$ cat src/hdl/lgtg_pkg.sv
// Shared constants, command codes and controller/datapath interface types
// for the toroidal life grid. No dependencies.
`timescale 1ns / 1ps

package lgtg_pkg;

    localparam int GRID_COLUMNS = 40;
    localparam int GRID_ROWS    = 25;
    localparam int GRID_CELLS   = GRID_COLUMNS * GRID_ROWS;

    localparam int CMD_W   = 2;
    localparam int ROW_W   = 5;
    localparam int COL_W   = 6;
    localparam int POP_W   = 10;
    localparam int RADDR_W = $clog2(GRID_ROWS);
    localparam int CIDX_W  = $clog2(GRID_COLUMNS);

    localparam logic [CMD_W-1:0] CMD_WRITE   = 2'd0;
    localparam logic [CMD_W-1:0] CMD_READ    = 2'd1;
    localparam logic [CMD_W-1:0] CMD_ADVANCE = 2'd2;

    typedef logic [3:0] op_t;

    localparam op_t OP_IDLE        = 4'd0;
    localparam op_t OP_ACCEPT      = 4'd1;
    localparam op_t OP_FETCH       = 4'd2;
    localparam op_t OP_GET_BIT     = 4'd3;
    localparam op_t OP_PUT_BIT     = 4'd4;
    localparam op_t OP_ADV_START   = 4'd5;
    localparam op_t OP_ADV_ROW0    = 4'd6;
    localparam op_t OP_ADV_CENTRE  = 4'd7;
    localparam op_t OP_ADV_FETCH   = 4'd8;
    localparam op_t OP_ADV_BELOW_M = 4'd9;
    localparam op_t OP_ADV_BELOW_F = 4'd10;
    localparam op_t OP_ADV_CELL    = 4'd11;
    localparam op_t OP_ADV_WB      = 4'd12;
    localparam op_t OP_ADV_DONE    = 4'd13;
    localparam op_t OP_RESPOND     = 4'd14;

    typedef struct packed {
        op_t                op;
        logic [RADDR_W-1:0] addr;
        logic [CIDX_W-1:0]  col;
    } dp_cmd_t;

    typedef struct packed {
        logic [CMD_W-1:0] cmd;
        logic             in_range;
        logic             out_busy;
    } dp_status_t;

endpackage

$ cat src/hdl/lgtg_datapath.sv
// Datapath of the toroidal life grid: row memory, row windows, neighbour count,
// population counter and result register. Depends on lgtg_pkg.
`timescale 1ns / 1ps

module lgtg_datapath (
    input  logic                         aclk,
    input  logic                         aresetn,
    input  logic [lgtg_pkg::CMD_W-1:0]   s_cmd,
    input  logic [lgtg_pkg::ROW_W-1:0]   s_row,
    input  logic [lgtg_pkg::COL_W-1:0]   s_column,
    input  logic                         s_cell_value,
    input  logic                         m_ready,
    output logic                         m_valid,
    output logic                         m_read_value,
    output logic [lgtg_pkg::POP_W-1:0]   m_population,
    input  lgtg_pkg::dp_cmd_t            ctl,
    output lgtg_pkg::dp_status_t         st
);

    localparam int C = lgtg_pkg::GRID_COLUMNS;
    localparam int R = lgtg_pkg::GRID_ROWS;

    logic [lgtg_pkg::CMD_W-1:0]   cmd_reg;
    logic [lgtg_pkg::ROW_W-1:0]   row_reg;
    logic [lgtg_pkg::COL_W-1:0]   col_reg;
    logic                         val_reg;
    logic                         rv_reg;
    logic [lgtg_pkg::POP_W-1:0]   total_reg;
    logic [lgtg_pkg::POP_W-1:0]   count_reg;

    logic [C-1:0] row_mem [R];
    logic [R-1:0] row_vld_reg;
    logic [C-1:0] rd_raw_reg;
    logic         rd_vld_reg;
    logic [C-1:0] rd_data;

    logic [C-1:0] above_reg;
    logic [C-1:0] centre_reg;
    logic [C-1:0] below_reg;
    logic [C-1:0] first_reg;
    logic [C-1:0] next_row_reg;

    logic                         m_valid_reg;
    logic                         m_rv_reg;
    logic [lgtg_pkg::POP_W-1:0]   m_pop_reg;

    logic [lgtg_pkg::RADDR_W-1:0] row_idx;
    logic [lgtg_pkg::CIDX_W-1:0]  col_idx;
    logic                         rd_en;
    logic [lgtg_pkg::RADDR_W-1:0] rd_addr;
    logic                         wr_en;
    logic [lgtg_pkg::RADDR_W-1:0] wr_addr;
    logic [C-1:0]                 wr_data;
    logic                         differs;

    logic [lgtg_pkg::CIDX_W-1:0]  cl;
    logic [lgtg_pkg::CIDX_W-1:0]  cc;
    logic [lgtg_pkg::CIDX_W-1:0]  cr;
    logic [3:0]                   nbr;
    logic                         alive;

    assign row_idx = row_reg[lgtg_pkg::RADDR_W-1:0];
    assign col_idx = col_reg[lgtg_pkg::CIDX_W-1:0];
    assign rd_data = rd_vld_reg ? rd_raw_reg : '0;
    assign differs = (rd_data[col_idx] != val_reg);

    assign st.cmd      = cmd_reg;
    assign st.in_range = (row_reg < R) && (col_reg < C);
    assign st.out_busy = m_valid_reg && !m_ready;

    always_comb begin
        rd_en   = 1'b0;
        rd_addr = ctl.addr;
        wr_en   = 1'b0;
        wr_addr = ctl.addr;
        wr_data = next_row_reg;
        case (ctl.op)
            lgtg_pkg::OP_FETCH: begin
                rd_en   = 1'b1;
                rd_addr = row_idx;
            end
            lgtg_pkg::OP_ADV_START, lgtg_pkg::OP_ADV_ROW0, lgtg_pkg::OP_ADV_FETCH: begin
                rd_en = 1'b1;
            end
            lgtg_pkg::OP_PUT_BIT: begin
                wr_en            = differs;
                wr_addr          = row_idx;
                wr_data          = rd_data;
                wr_data[col_idx] = val_reg;
            end
            lgtg_pkg::OP_ADV_WB: begin
                wr_en = 1'b1;
            end
            default: begin
                rd_en = 1'b0;
            end
        endcase
    end

    always_comb begin
        cc  = ctl.col;
        cl  = (cc == '0) ? lgtg_pkg::CIDX_W'(C - 1) : cc - 1'b1;
        cr  = (cc == lgtg_pkg::CIDX_W'(C - 1)) ? '0 : cc + 1'b1;
        nbr = {3'b000, above_reg[cl]}  + {3'b000, above_reg[cc]}  + {3'b000, above_reg[cr]}
            + {3'b000, centre_reg[cl]} + {3'b000, centre_reg[cr]}
            + {3'b000, below_reg[cl]}  + {3'b000, below_reg[cc]}  + {3'b000, below_reg[cr]};
        alive = (nbr == 4'd3) || ((nbr == 4'd2) && centre_reg[cc]);
    end

    always_ff @(posedge aclk) begin
        if (wr_en) begin
            row_mem[wr_addr] <= wr_data;
        end
        if (rd_en) begin
            rd_raw_reg <= row_mem[rd_addr];
            rd_vld_reg <= row_vld_reg[rd_addr];
        end
    end

    always_ff @(posedge aclk) begin
        case (ctl.op)
            lgtg_pkg::OP_ACCEPT: begin
                cmd_reg <= s_cmd;
                row_reg <= s_row;
                col_reg <= s_column;
                val_reg <= s_cell_value;
                rv_reg  <= 1'b0;
            end
            lgtg_pkg::OP_GET_BIT: begin
                rv_reg <= rd_data[col_idx];
            end
            lgtg_pkg::OP_ADV_START: begin
                count_reg <= '0;
            end
            lgtg_pkg::OP_ADV_ROW0: begin
                above_reg <= rd_data;
            end
            lgtg_pkg::OP_ADV_CENTRE: begin
                centre_reg <= rd_data;
                first_reg  <= rd_data;
            end
            lgtg_pkg::OP_ADV_BELOW_M: begin
                below_reg <= rd_data;
            end
            lgtg_pkg::OP_ADV_BELOW_F: begin
                below_reg <= first_reg;
            end
            lgtg_pkg::OP_ADV_CELL: begin
                next_row_reg[cc] <= alive;
                count_reg        <= count_reg + {{(lgtg_pkg::POP_W-1){1'b0}}, alive};
            end
            lgtg_pkg::OP_ADV_WB: begin
                above_reg  <= centre_reg;
                centre_reg <= below_reg;
            end
            lgtg_pkg::OP_RESPOND: begin
                m_rv_reg  <= rv_reg;
                m_pop_reg <= total_reg;
            end
            default: begin
                rv_reg <= rv_reg;
            end
        endcase
    end

    always_ff @(posedge aclk) begin
        if (!aresetn) begin
            row_vld_reg <= '0;
            total_reg   <= '0;
            m_valid_reg <= 1'b0;
        end else begin
            if (wr_en) begin
                row_vld_reg[wr_addr] <= 1'b1;
            end
            if (ctl.op == lgtg_pkg::OP_PUT_BIT && differs) begin
                total_reg <= val_reg ? total_reg + 1'b1 : total_reg - 1'b1;
            end else if (ctl.op == lgtg_pkg::OP_ADV_DONE) begin
                total_reg <= count_reg;
            end
            if (ctl.op == lgtg_pkg::OP_RESPOND) begin
                m_valid_reg <= 1'b1;
            end else if (m_ready) begin
                m_valid_reg <= 1'b0;
            end
        end
    end

    assign m_valid      = m_valid_reg;
    assign m_read_value = m_rv_reg;
    assign m_population = m_pop_reg;

`ifndef NO_ASSERTIONS
    a_total_bound: assert property (@(posedge aclk) disable iff (!aresetn)
        total_reg <= lgtg_pkg::GRID_CELLS)
        else $error("population beyond grid size");

    a_respond_sets_valid: assert property (@(posedge aclk) disable iff (!aresetn)
        ctl.op == lgtg_pkg::OP_RESPOND |=> m_valid_reg)
        else $error("result not presented after load");
`endif

endmodule

$ cat src/hdl/lgtg_ctrl.sv
// Controller of the toroidal life grid: sequences cell access and the
// row-by-row generation scan. Depends on lgtg_pkg.
`timescale 1ns / 1ps

module lgtg_ctrl (
    input  logic                  aclk,
    input  logic                  aresetn,
    input  logic                  s_valid,
    output logic                  s_ready,
    input  lgtg_pkg::dp_status_t  st,
    output lgtg_pkg::dp_cmd_t     ctl
);

    localparam int C = lgtg_pkg::GRID_COLUMNS;
    localparam int R = lgtg_pkg::GRID_ROWS;

    localparam logic [3:0] S_IDLE       = 4'd0;
    localparam logic [3:0] S_DECODE     = 4'd1;
    localparam logic [3:0] S_USE        = 4'd2;
    localparam logic [3:0] S_ADV_ROW0   = 4'd3;
    localparam logic [3:0] S_ADV_CENTRE = 4'd4;
    localparam logic [3:0] S_ADV_FETCH  = 4'd5;
    localparam logic [3:0] S_ADV_BELOW  = 4'd6;
    localparam logic [3:0] S_ADV_CELL   = 4'd7;
    localparam logic [3:0] S_ADV_WB     = 4'd8;
    localparam logic [3:0] S_ADV_DONE   = 4'd9;
    localparam logic [3:0] S_RESP       = 4'd10;

    localparam logic [lgtg_pkg::RADDR_W-1:0] LAST_ROW = lgtg_pkg::RADDR_W'(R - 1);
    localparam logic [lgtg_pkg::CIDX_W-1:0]  LAST_COL = lgtg_pkg::CIDX_W'(C - 1);

    logic [3:0]                   state_reg, state_next;
    logic [lgtg_pkg::RADDR_W-1:0] row_reg, row_next;
    logic [lgtg_pkg::CIDX_W-1:0]  col_reg, col_next;

    always_comb begin
        state_next = state_reg;
        row_next   = row_reg;
        col_next   = col_reg;
        ctl.op     = lgtg_pkg::OP_IDLE;
        ctl.addr   = row_reg;
        ctl.col    = col_reg;
        s_ready    = 1'b0;
        case (state_reg)
            S_IDLE: begin
                s_ready = 1'b1;
                if (s_valid) begin
                    ctl.op     = lgtg_pkg::OP_ACCEPT;
                    state_next = S_DECODE;
                end
            end
            S_DECODE: begin
                if (st.cmd == lgtg_pkg::CMD_WRITE || st.cmd == lgtg_pkg::CMD_READ) begin
                    if (st.in_range) begin
                        ctl.op     = lgtg_pkg::OP_FETCH;
                        state_next = S_USE;
                    end else begin
                        state_next = S_RESP;
                    end
                end else if (st.cmd == lgtg_pkg::CMD_ADVANCE) begin
                    ctl.op     = lgtg_pkg::OP_ADV_START;
                    ctl.addr   = LAST_ROW;
                    state_next = S_ADV_ROW0;
                end else begin
                    state_next = S_RESP;
                end
            end
            S_USE: begin
                ctl.op     = (st.cmd == lgtg_pkg::CMD_READ) ? lgtg_pkg::OP_GET_BIT
                                                             : lgtg_pkg::OP_PUT_BIT;
                state_next = S_RESP;
            end
            S_ADV_ROW0: begin
                ctl.op     = lgtg_pkg::OP_ADV_ROW0;
                ctl.addr   = '0;
                state_next = S_ADV_CENTRE;
            end
            S_ADV_CENTRE: begin
                ctl.op     = lgtg_pkg::OP_ADV_CENTRE;
                row_next   = '0;
                state_next = S_ADV_FETCH;
            end
            S_ADV_FETCH: begin
                col_next = '0;
                if (row_reg == LAST_ROW) begin
                    ctl.op     = lgtg_pkg::OP_ADV_BELOW_F;
                    state_next = S_ADV_CELL;
                end else begin
                    ctl.op     = lgtg_pkg::OP_ADV_FETCH;
                    ctl.addr   = row_reg + 1'b1;
                    state_next = S_ADV_BELOW;
                end
            end
            S_ADV_BELOW: begin
                ctl.op     = lgtg_pkg::OP_ADV_BELOW_M;
                state_next = S_ADV_CELL;
            end
            S_ADV_CELL: begin
                ctl.op = lgtg_pkg::OP_ADV_CELL;
                if (col_reg == LAST_COL) begin
                    state_next = S_ADV_WB;
                end else begin
                    col_next = col_reg + 1'b1;
                end
            end
            S_ADV_WB: begin
                ctl.op = lgtg_pkg::OP_ADV_WB;
                if (row_reg == LAST_ROW) begin
                    state_next = S_ADV_DONE;
                end else begin
                    row_next   = row_reg + 1'b1;
                    state_next = S_ADV_FETCH;
                end
            end
            S_ADV_DONE: begin
                ctl.op     = lgtg_pkg::OP_ADV_DONE;
                state_next = S_RESP;
            end
            S_RESP: begin
                if (!st.out_busy) begin
                    ctl.op     = lgtg_pkg::OP_RESPOND;
                    state_next = S_IDLE;
                end
            end
            default: begin
                state_next = S_IDLE;
            end
        endcase
    end

    always_ff @(posedge aclk) begin
        if (!aresetn) begin
            state_reg <= S_IDLE;
            row_reg   <= '0;
            col_reg   <= '0;
        end else begin
            state_reg <= state_next;
            row_reg   <= row_next;
            col_reg   <= col_next;
        end
    end

`ifndef NO_ASSERTIONS
    a_col_in_grid: assert property (@(posedge aclk) disable iff (!aresetn)
        state_reg == S_ADV_CELL |-> col_reg <= LAST_COL)
        else $error("scan column outside grid");

    a_last_row_done: assert property (@(posedge aclk) disable iff (!aresetn)
        (state_reg == S_ADV_WB && row_reg == LAST_ROW) |=> state_reg == S_ADV_DONE)
        else $error("scan did not finish after last row");

    a_resp_returns: assert property (@(posedge aclk) disable iff (!aresetn)
        (state_reg == S_RESP && !st.out_busy) |=> state_reg == S_IDLE)
        else $error("result load did not free the input");
`endif

endmodule

$ cat src/hdl/life_generation_toroidal_grid.sv
// An in-range write or read passes decode, row fetch and bit access before its result is
// registered; out-of-range access and the unused command go from decode to the result.
// Advance scans one cell per cycle through the neighbour count, plus a row fetch and
// write-back per row. One item at a time: the next transfer is taken the cycle after the
// result is registered.
// Reset: synchronous, active low; per-row valid flags make the grid read dead.
`timescale 1ns / 1ps

module life_generation_toroidal_grid (
    input  logic                         aclk,
    input  logic                         aresetn,
    input  logic                         s_valid,
    output logic                         s_ready,
    input  logic [lgtg_pkg::CMD_W-1:0]   s_cmd,
    input  logic [lgtg_pkg::ROW_W-1:0]   s_row,
    input  logic [lgtg_pkg::COL_W-1:0]   s_column,
    input  logic                         s_cell_value,
    output logic                         m_valid,
    input  logic                         m_ready,
    output logic                         m_read_value,
    output logic [lgtg_pkg::POP_W-1:0]   m_population
);

    lgtg_pkg::dp_cmd_t    ctl;
    lgtg_pkg::dp_status_t st;

    lgtg_ctrl u_ctrl (
        .aclk    (aclk),
        .aresetn (aresetn),
        .s_valid (s_valid),
        .s_ready (s_ready),
        .st      (st),
        .ctl     (ctl)
    );

    lgtg_datapath u_datapath (
        .aclk         (aclk),
        .aresetn      (aresetn),
        .s_cmd        (s_cmd),
        .s_row        (s_row),
        .s_column     (s_column),
        .s_cell_value (s_cell_value),
        .m_ready      (m_ready),
        .m_valid      (m_valid),
        .m_read_value (m_read_value),
        .m_population (m_population),
        .ctl          (ctl),
        .st           (st)
    );

endmodule

$ cat config.mk
export PLATFORM = sky130hd
export DESIGN_NAME = life_generation_toroidal_grid
export DESIGN_NICKNAME = d
export VERILOG_FILES = /design/src/hdl/lgtg_pkg.sv /design/src/hdl/lgtg_datapath.sv /design/src/hdl/lgtg_ctrl.sv /design/src/hdl/life_generation_toroidal_grid.sv
export SDC_FILE = /design/constraint.sdc
export NUM_CORES = 2
export LEC_CHECK = 0
export BUFFER_PORTS_ARGS = -buffer_cell sky130_fd_sc_hd__clkbuf_2
export CORE_ASPECT_RATIO = 0.8
export CORE_MARGIN = 5
export CORE_UTILIZATION = 45
export CTS_BUF_LIST = sky130_fd_sc_hd__clkbuf_16
export CTS_CLUSTER_SIZE = 28
export DETAILED_ROUTE_END_ITERATION = 8
export RECOVER_POWER = 25
export SLEW_MARGIN = 25
export SYNTH_ARGS = -nofsm -noshare
export SYNTH_HDL_FRONTEND = slang
export SYNTH_SLANG_ARGS = --single-unit
$ cat constraint.sdc
create_clock -name aclk -period 7.3 [get_ports aclk]
set_input_delay 0.365 -clock aclk [delete_from_list [all_inputs] [get_ports aclk]]
set_output_delay 0.365 -clock aclk [all_outputs]
set_load 0.005 [all_outputs]
==> out/summary.txt <==
Initial Util = 45.28%
Worst slew pin tran = 3756 ps
Post-route worst setup slack = 454.9 ps
Die height = 327.2 um
Residual DRC = 0
Final wirelength = 170800 um
Leak = 20.45 nW
Wire per inst = 30.50 um
Total CTS buffers = 130
Ys async rst share = 0%
Sink Count = 1328
Synth Cell Area = 56580 um^2
Critical path origin = u_ctrl.col_reg[5]$_SDFFE_PN0P_
Status = finished with violations
Detailed-route via count = 35.33k
Final setup fails = 0
Gr usage total = 25.35%
Primary FF master, synth = edfxtp_1
Bufs on Longest Clock Path = 3
Net Count, Synth = 3836
CP Launch Type = flip-flop
Row cnt = 116
Max reg flops = 1000
Number of nets in the layout = 3888
CP arrival = 7320 ps
Place WS = 466.4 ps
Antenna violations before repair = 6
Htree depth = 4
Share of post-route cells with drive strength above 1 = 16.50%
Power Density = 341.4 nW/um^2
Cell variety after synth = 81
Worst path most repeated cell = fa_1
Required @ worst endpoint = 7770 ps
Max Fclk = 0.1461 GHz
Sequential element share of the synthesized area = 69.58%
Largest Register = u_datapath.row_mem
Die area = 133000 um^2
Die width = 406.4 um
Slew headroom = -150.4%
Reg clk slew, reported paths = 60 ps
Synth Area per Inst = 14.91 um^2
FF-to-FF Start = u_ctrl.col_reg[5]$_SDFFE_PN0P_
CP peak stage delay = 600 ps
Crit path capture = u_datapath.count_reg[8]$_SDFFCE_PN0P_
RSZ-0062 raised after global routing = no
Reg2Reg Depth = 25
Clk root buf = clkbuf_16
Final RePlAce weighted congestion = 0.9553
Setup TNS = 0 ps
Total global routing overflow = 0
Final Skew = 33.31 ps
Ys Warns = 0
Critical path type = reg2reg
Post-route ant nets = 0
First-pass GRT wire length = 242600 um
Vias in the first global route = 33.49k
Crit end category = flip-flop
R2r setup slk = 450 ps
CORE AREA = 125000 um^2
Initial drt markers = 5240
Max_cap viols = 7
DRT Pass-1 Iters = 8
Area Overhead vs Synth = 12.19%
Hold Violations, Final = 0
Min-delay worst type = in2reg
DP Wirelength = 98340 um
Final period utilization = 93.77%
Worst-Skew Late Latency = 760 ps
Yosys reg bits = 1328
Violated checks = max-capacitance violations, max-slew violations
Port Buffers = 30
Worst IR Drop VDD = 0.2549 mV
CP max FO = 14
Number of vias per cell = 6.309
FF-to-FF End = u_datapath.count_reg[8]$_SDFFCE_PN0P_
Critical-path top delay cell = nand2_1
Final slew viol count = 389
# IOs = 31
Cells after Synth = 3795
Largest net degree at the start of global routing = 125
Number of synthesized flops with an enable pin = 1277
Fin crit period = 6845 ps
CTS tree = done
cells in the final DEF (no fill, tap or decap), drive strengths merged, types with 18 or more instances in the layout:
cell type and count:
nand2 506, mux2i 54, clkbuf 188, and3 97, ha 18, nor2 134, inv 84, o221ai 40
a221oi 48, nor3 43, buf 116, a22oi 69, o22ai 34, o21ai 188, or3 53, mux2 88
mux4 171, clkinv 56, edfxtp 1277, a31oi 159, a21oi 70, a211oi 110, nand3 34, dfxtp 51
o31ai 28
per-stage QoR:
step           hold slack [ps]  power, mW  instance area (um^2)  util, %  instances
5_1_grt                  325.5      22.45                 63470    50.79       5597
2_1_floorplan            400.3      13.02                 56580        -       3795
3_3_place_gp             407.2      15.02                 59220    47.39       5350
3_5_place_dp             431.6      15.05                 59250    47.41       5350
4_1_cts                  260.6      21.68                 63570    50.87       5596
6_report                 301.2      21.67                 63480    50.80       5600
power by group:
| part | internal [mW] | switching (mW) | total [mW] | leakage, nW |
|---|---|---|---|---|
| combinational | 1.73 | 3.48 | 5.21 | 6.37 |
| clock | 3.73 | 2.93 | 6.66 | 2.12 |
| sequential | 9.32 | 0.485 | 9.80 | 12.0 |
| total | 14.8 | 6.89 | 21.7 | 20.4 |
kinds of logic after synthesis:
logic type | count (synthesis) | share of synthesized area [%]
flops | 1328 | 69.58
simple gates | 965 | 7.830
compound gates | 812 | 9.628
buf+inv | 328 | 2.466
mux | 313 | 9.520
xor+xnor | 26 | 0.4025
fa+ha+maj | 23 | 0.5750
metal layers:
| layer | global-route usage, % | wire length, um |
|---|---|---|
| met1 | 37.51 | 72210 |
| met2 | 36.12 | 73030 |
| met3 | 7.908 | 20860 |
| met4 | 7.551 | 4699 |
| met5 | 0 | 0 |
worst min-delay path by stage:
stage / start / end / slack, ps / depth (start not counted)
after floorplan: u_datapath.rv_reg$_DFFE_PP_ / u_datapath.m_read_value$_DFFE_PP_ / 400 / 0
final: aresetn / u_datapath.row_vld_reg[2]$_SDFFE_PN0P_ / 300 / 3
after detailed placement: u_datapath.rv_reg$_DFFE_PP_ / u_datapath.m_read_value$_DFFE_PP_ / 430 / 0
after global routing: s_cell_value / u_datapath.val_reg$_DFFE_PP_ / 330 / 2
after global placement: u_datapath.rv_reg$_DFFE_PP_ / u_datapath.m_read_value$_DFFE_PP_ / 410 / 0
after CTS: aresetn / u_datapath.row_vld_reg[4]$_SDFFE_PN0P_ / 260 / 3
critical path: cells and delay by family, from the launching register on:
kind	cells	cell delay, ps
AO/OA/AOI/OAI	4	810
XOR/XNOR	1	140
AND/OR/NAND/NOR	9	2210
adder cells (fa/ha/maj)	7	2430
multiplexers	1	340
flip-flops	1	310
buffers and inverters	3	350
repair_timing:
item	CTS	global route
setup buffers	0	0
endpoints found under the setup margin	0	2
endpoints found under the hold margin	17	0
gates resized for setup	0	2
hold buffers	16	0
cell type report:
type / instances / area (um^2)
repair buffers: 189 / 1426
well taps: 1652 / 2067
multi-input cells: 2139 / 16220
fillers: 10330 / 61490
diodes: 3 / 7.507
clock buffers: 132 / 3303
inverters: 59 / 221.5
flip-flops and latches: 1328 / 39370
clock inverters: 98 / 862.1
synthesized netlist by cell type (all sizes together), types with 4 or more instances:
master	count	area share, %
buf	80	0.82
o31ai	28	0.37
o21ai	188	1.7
nand2	506	3.4
mux4	171	6.8
ha	18	0.40
fa	5	0.18
xor2	13	0.20
nor3b	8	0.11
clkbuf	189	1.3
or3	53	0.59
nor2b	16	0.18
o22a	4	0.062
o311ai	6	0.093
o221ai	40	0.62
a21oi	70	0.65
inv	58	0.38
a31oi	159	1.8
nand3	34	0.30
o21a	10	0.13
nand2b	10	0.11
nor2	134	0.92
mux2	88	1.8
a22oi	69	0.92
nor4	11	0.13
edfxtp	1277	68
nand3b	5	0.066
or3b	5	0.077
nor3	43	0.38
a21o	7	0.093
nand4	8	0.088
and2	17	0.19
o211ai	5	0.066
mux2i	54	0.96
a2111oi	5	0.077
dfxtp	51	1.8
xnor2	13	0.20
a311oi	5	0.077
o22ai	34	0.38
and3	97	1.1
a211oi	110	1.5
a221oi	48	0.74
or2	7	0.077
No activity file was read; power rests on OpenSTA's default activity.
